===== src/design/cms_pkg.sv =====
// Shared constants for the chunk markup stripper.
// Holds the markup character codes and the mode codes; no dependencies.
`default_nettype none

package cms_pkg;

    // Byte values that steer the markup decoder.
    localparam logic [7:0] CH_ESC    = 8'h5C;
    localparam logic [7:0] CH_LBRK   = 8'h5B;
    localparam logic [7:0] CH_RBRK   = 8'h5D;
    localparam logic [7:0] CH_CARET  = 8'h5E;
    localparam logic [7:0] CH_SLASH  = 8'h2F;
    localparam logic [7:0] CH_RBRACE = 8'h7D;
    localparam logic [7:0] CH_DOLLAR = 8'h24;

    // Decoder mode vector and its codes.
    typedef logic [2:0] mode_t;

    localparam mode_t MODE_NORMAL  = 3'd0;
    localparam mode_t MODE_BRACKET = 3'd1;
    localparam mode_t MODE_SKIP_SL = 3'd2;
    localparam mode_t MODE_BODY    = 3'd3;
    localparam mode_t MODE_SKIP_DL = 3'd4;

endpackage

`default_nettype wire


===== src/design/chunk_markup_stripper.sv =====
// Chunk markup stripper: top level, one byte in, zero or one byte out.
// Depends on cms_pkg for the character and mode codes.
//
// The block takes one text word per clock, save when throttled as described
// below, and removes chunk markup from the stream. Each accepted word lands in
// an input register; the mode decoder works on it there and, if the word is
// kept, loads it into the output register, which drives m_out_byte. A new
// word can be accepted every cycle; the only thing that throttles the input is
// a kept word that meets a full output register whose word has not yet been
// taken. Dropped words never touch the output register.
`default_nettype none

module chunk_markup_stripper (
    input  wire  logic       aclk,
    input  wire  logic       aresetn,
    input  wire  logic       s_valid,
    output logic             s_ready,
    input  wire  logic [7:0] s_in_byte,
    output logic             m_valid,
    input  wire  logic       m_ready,
    output logic [7:0]       m_out_byte
);
    import cms_pkg::*;

    logic       in_valid_reg;
    logic [7:0] in_byte_reg;
    mode_t      mode_reg;
    mode_t      mode_next;
    logic       esc_reg;
    logic       esc_next;
    logic       out_valid_reg;
    logic [7:0] out_byte_reg;
    mode_t      cur_mode;
    logic       copying;
    logic       emit;
    logic       advance;

    // Unused mode codes decode as normal mode.
    assign cur_mode = (mode_reg > MODE_SKIP_DL) ? MODE_NORMAL : mode_reg;
    assign copying  = (cur_mode == MODE_NORMAL) || (cur_mode == MODE_BRACKET) ||
                      (cur_mode == MODE_BODY);

    // Mode decoder for the word held in the input register.
    always_comb begin
        mode_next = cur_mode;
        esc_next  = esc_reg;
        emit      = 1'b0;
        if (esc_reg) begin
            esc_next = 1'b0;
            emit     = copying;
        end else if (in_byte_reg == CH_ESC) begin
            esc_next = 1'b1;
            emit     = copying;
        end else begin
            case (cur_mode)
                MODE_BRACKET: begin
                    emit = 1'b1;
                    if (in_byte_reg == CH_RBRK) begin
                        mode_next = MODE_NORMAL;
                    end
                end
                MODE_SKIP_SL: begin
                    if (in_byte_reg == CH_SLASH) begin
                        mode_next = MODE_BODY;
                    end
                end
                MODE_BODY: begin
                    if (in_byte_reg == CH_RBRACE) begin
                        mode_next = MODE_SKIP_DL;
                    end else begin
                        emit = 1'b1;
                    end
                end
                MODE_SKIP_DL: begin
                    if (in_byte_reg == CH_DOLLAR) begin
                        mode_next = MODE_NORMAL;
                    end
                end
                default: begin
                    if (in_byte_reg == CH_CARET) begin
                        mode_next = MODE_SKIP_SL;
                    end else begin
                        emit = 1'b1;
                        if (in_byte_reg == CH_LBRK) begin
                            mode_next = MODE_BRACKET;
                        end
                    end
                end
            endcase
        end
    end

    // The held word moves on unless it must be kept and the output is full and not being taken.
    assign advance = in_valid_reg && (!emit || !out_valid_reg || m_ready);
    assign s_ready = !in_valid_reg || advance;

    // Input register.
    always_ff @(posedge aclk) begin
        if (!aresetn) begin
            in_valid_reg <= 1'b0;
        end else if (s_ready) begin
            in_valid_reg <= s_valid;
        end
        if (s_valid && s_ready) begin
            in_byte_reg <= s_in_byte;
        end
    end

    // Decoder state, updated once per processed word.
    always_ff @(posedge aclk) begin
        if (!aresetn) begin
            mode_reg <= MODE_NORMAL;
            esc_reg  <= 1'b0;
        end else if (advance) begin
            mode_reg <= mode_next;
            esc_reg  <= esc_next;
        end
    end

    // Output register.
    always_ff @(posedge aclk) begin
        if (!aresetn) begin
            out_valid_reg <= 1'b0;
        end else if (advance && emit) begin
            out_valid_reg <= 1'b1;
        end else if (m_ready) begin
            out_valid_reg <= 1'b0;
        end
        if (advance && emit) begin
            out_byte_reg <= in_byte_reg;
        end
    end

    assign m_valid    = out_valid_reg;
    assign m_out_byte = out_byte_reg;

endmodule

`default_nettype wire


===== config.mk =====
export PLATFORM = sky130hd
export DESIGN_NAME = chunk_markup_stripper
export DESIGN_NICKNAME = d
export VERILOG_FILES = /design/src/design/cms_pkg.sv /design/src/design/chunk_markup_stripper.sv
export SDC_FILE = /design/constraint.sdc
export NUM_CORES = 1
export LEC_CHECK = 0
export BUFFER_PORTS_ARGS = -buffer_cell sky130_fd_sc_hd__buf_2
export CAP_MARGIN = 20
export CORE_AREA = 2 2 56 58
export CTS_CLUSTER_DIAMETER = 50
export CTS_CLUSTER_SIZE = 14
export DETAILED_ROUTE_END_ITERATION = 8
export DIE_AREA = 0 0 58 60
export PLACE_DENSITY_LB_ADDON = 0.05
export SYNTH_ARGS = -nofsm -noshare
export SYNTH_HDL_FRONTEND = slang
export SYNTH_SLANG_ARGS = --single-unit

===== constraint.sdc =====
create_clock -name aclk -period 3.25 [get_ports aclk]
set_clock_uncertainty 0.2 [all_clocks]
set_input_delay 0.325 -clock aclk [delete_from_list [all_inputs] [get_ports aclk]]
set_output_delay 0.325 -clock aclk [all_outputs]
set_load 0.01 [all_outputs]

==> out/qor.csv <==
stage;metric;value;unit
run_status;run_status;finished clean;
critical_path;cp_slowest_cell;nor2b_1;
global_routing;grt_pass1_wl;3510;um
critical_path;critPathMaxFanout;8;
synthesis;synth_top_area_share;43.4;%
finish;utilization;47.3;%
run;drv_cap;0;
route;wl_per_cell;13.6;um
route;drt-total-wl;2120;um
finish;fill_cells;279;
finish;final_common_cell;buf_2;
finish;seqCellArea;601;um^2
clock_tree;cts_setup_buffers;0;
synthesis;syn_avg_cell_area;11.9;um^2
placement;place_hpwl;1510;um
clock_tree;cts_resized;0;
finish;diodes;0;
route;final_antenna_net_count;0;
min_path;min_to;in_valid_reg$_SDFFE_PN0P_;
global_routing;antenna_found_initial;0;
synthesis;yosysSeqAreaShare;54.3;%
sta;hold_viol;0;
critical_path;r2r_setup_slack;0.55;ns
critical_path;cp-start-kind;flip-flop;
critical_path;timing.rr.end;in_byte_reg[1]$_DFFE_PP_;
critical_path;cpLargestDelayFamily;simple AND/OR/NAND/NOR gates;
synthesis;synth_area;1110;um^2
finish;drive_gt1_share;26.8;%
synthesis;synthDistinctLibCells;42;
global_routing;grt_usage;13.6;%
clock_tree;cts_tree;done;
route;num_vias;828;
clock_tree;cts_buffers;3;
sta;finalMaxSlewViolations;0;
sta;finalCriticalPeriod;2.70;ns
finish;multi_input_area;478;um^2
synthesis;synthArstFlopShare;0;%
clock_tree;htree_num_levels;1;
finish;area_growth;24.1;%
finish;final_cell_mix;buf_2 (21), edfxtp_1 (16), nor2_1 (8), dlygate4sd3_1 (8), dfxtp_1 (6);
pwr;irDropWorstVdd;0.299;mV
sta;min_period_over_period;83.2;%
critical_path;arrival;2.47;ns
min_path;min-delay-start;s_valid;
synthesis;synth-seq-cells;22;
synthesis;synth_edf_count;16;
critical_path;cp_slowest_stage_delay;0.51;ns
critical_path;crit_required;3.02;ns
clock_tree;cts.path.max_buffers;2;
critical_path;rr_startpoint;in_byte_reg[5]$_DFFE_PP_;
placement;io_buffer_count;21;
critical_path;r2r_cells;6;
route;drc;0;
sta;tns;0;ns
synthesis;synth.largest_area_cell;edfxtp_1;
synthesis;synthFlopType;edfxtp_1;
sta;rsz0062_at_grt;no;
critical_path;cp_cell_sequence;nand4bb_1 -> nor3_1 -> a211oi_2 -> o211a_1 -> and2_1 -> nor2b_1;
route;routed_via_density;5.31;
critical_path;criticalPathCategory;reg2reg;
min_path;hold_path_depth;2;
critical_path;critical_path_buf_inv_count;0;
pwr;p_leak;0.527;nW
synthesis;syn_inst;93;
die;start_util;38.1;%
sta;relSlewSlack;57.9;%
sta;setup_viol;0;
global_routing;grt_pass1_vias;722;
synthesis;synth_area_leaders;edfxtp_1 (43%), dfxtp_1 (11%), nor2_1 (2.7%), a211oi_2 (2.3%), and4bb_1 (2.3%);
finish;final_nets;136;
pwr;p_per_area;459;nW/um^2
global_routing;grt.overflow.total;0;
sta;worst_pin_slew;0.630;ns
die;rows;20;
clock_tree;clk_pin_slew;0.13;ns
route;first_pass_iters;4;
die;fp.dieH;60;um
critical_path;cp_num_cells;6;
die;core_area;2900;um^2
clock_tree;clock_latency;0.31;ns
die;die_width;58;um
min_path;holdCritPathClass;in2reg;
synthesis;synth_nets;105;
die;io_pins;22;
sta;clock.fmax;370;MHz
placement;place_congestion;0.823;
synthesis;ys.warnings.count;0;
clock_tree;clock-sinks;22;
critical_path;end_kind;flip-flop;
die;die_area;3480;um^2
pwr;design_power_total;0.000630;W
global_routing;grt_max_degree;14;
route;drtIter0Drc;13;
clock_tree;clockRootBuffer;clkbuf_4;
## metal layers
| layer | vias up | share of wire [%] | GRT usage [%] |
|---|---|---|---|
| met5 | - | 0 | 0 |
| met4 | 0 | 2.1 | 6.98 |
| met3 | 5 | 4.5 | 2.38 |
| met2 | 23 | 46 | 21.4 |
| met1 | 382 | 47 | 18.1 |
| li1 | 418 | - | - |
## cell families (layout without fill, tap and decap cells)
group,after synthesis,in the layout,share of synthesized area (%)
compound gates,24,24,19.6
mux,1,1,0.905
xor+xnor,2,2,1.58
simple gates,37,37,21.2
flops,22,22,54.3
buf+inv,7,37,2.49
## power breakdown
group / switching [W] / total [W] / internal [W] / leakage, nW
registers: 0.0000192 / 0.000339 / 0.000320 / 0.202
logic: 0.0000382 / 0.0000788 / 0.0000406 / 0.297
clock network: 0.0000875 / 0.000212 / 0.000125 / 0.0279
total: 0.000145 / 0.000630 / 0.000485 / 0.527
## worst register-to-register path: cells and delay by family, from the launching register on
| kind | cells | cell delay, ns |
|---|---|---|
| DFF | 1 | 0.48 |
| AOI/OAI and AO/OA | 2 | 0.37 |
| and+or+nand+nor | 4 | 1.30 |
## cells in the mapped netlist (all sizes together) (3+ instances only)
cell / count
edfxtp: 16
nor2b: 4
nand2: 5
inv: 4
nor2: 8
o21ai: 3
dfxtp: 6
a21oi: 4
## per-stage QoR
stage	instances	cell area [um^2]	hold WS, ns	worst slack, ns
final	156	1370	0.0163	0.546
after global routing	156	1370	0.0283	0.332
after CTS	156	1370	0.00537	0.512
after detailed placement	144	1240	0.303	0.531
after global placement	144	1240	0.301	0.589
after floorplan	93	1110	0.224	0.832
## timing repair
item / in CTS / in global routing
hold buffers: 8 / 0
hold endpoints to repair: 8 / 0
endpoints found under the setup margin: 0 / 0
## worst max path at each step
stage                                        start                        to  slack (ns)
after floorplan           in_byte_reg[5]$_DFFE_PP_  in_byte_reg[0]$_DFFE_PP_        0.83
after global placement    in_byte_reg[5]$_DFFE_PP_  in_byte_reg[0]$_DFFE_PP_        0.59
after detailed placement  in_byte_reg[5]$_DFFE_PP_  in_byte_reg[1]$_DFFE_PP_        0.53
after CTS                 in_byte_reg[5]$_DFFE_PP_  in_byte_reg[1]$_DFFE_PP_        0.51
after global routing      in_byte_reg[5]$_DFFE_PP_  in_byte_reg[3]$_DFFE_PP_        0.33
final                     in_byte_reg[5]$_DFFE_PP_  in_byte_reg[1]$_DFFE_PP_        0.55
## layout make-up
cell class | instances | share of cell area (%)
flip-flops and latches | 22 | 43.8
multi-input cells | 64 | 34.8
repair buffers | 29 | 13.5
well taps | 33 | 3.01
clock inverters | 1 | 2.19
clock buffers | 3 | 1.64
inverters | 4 | 1.09
Note: power is estimated with default switching activity, not from simulation.
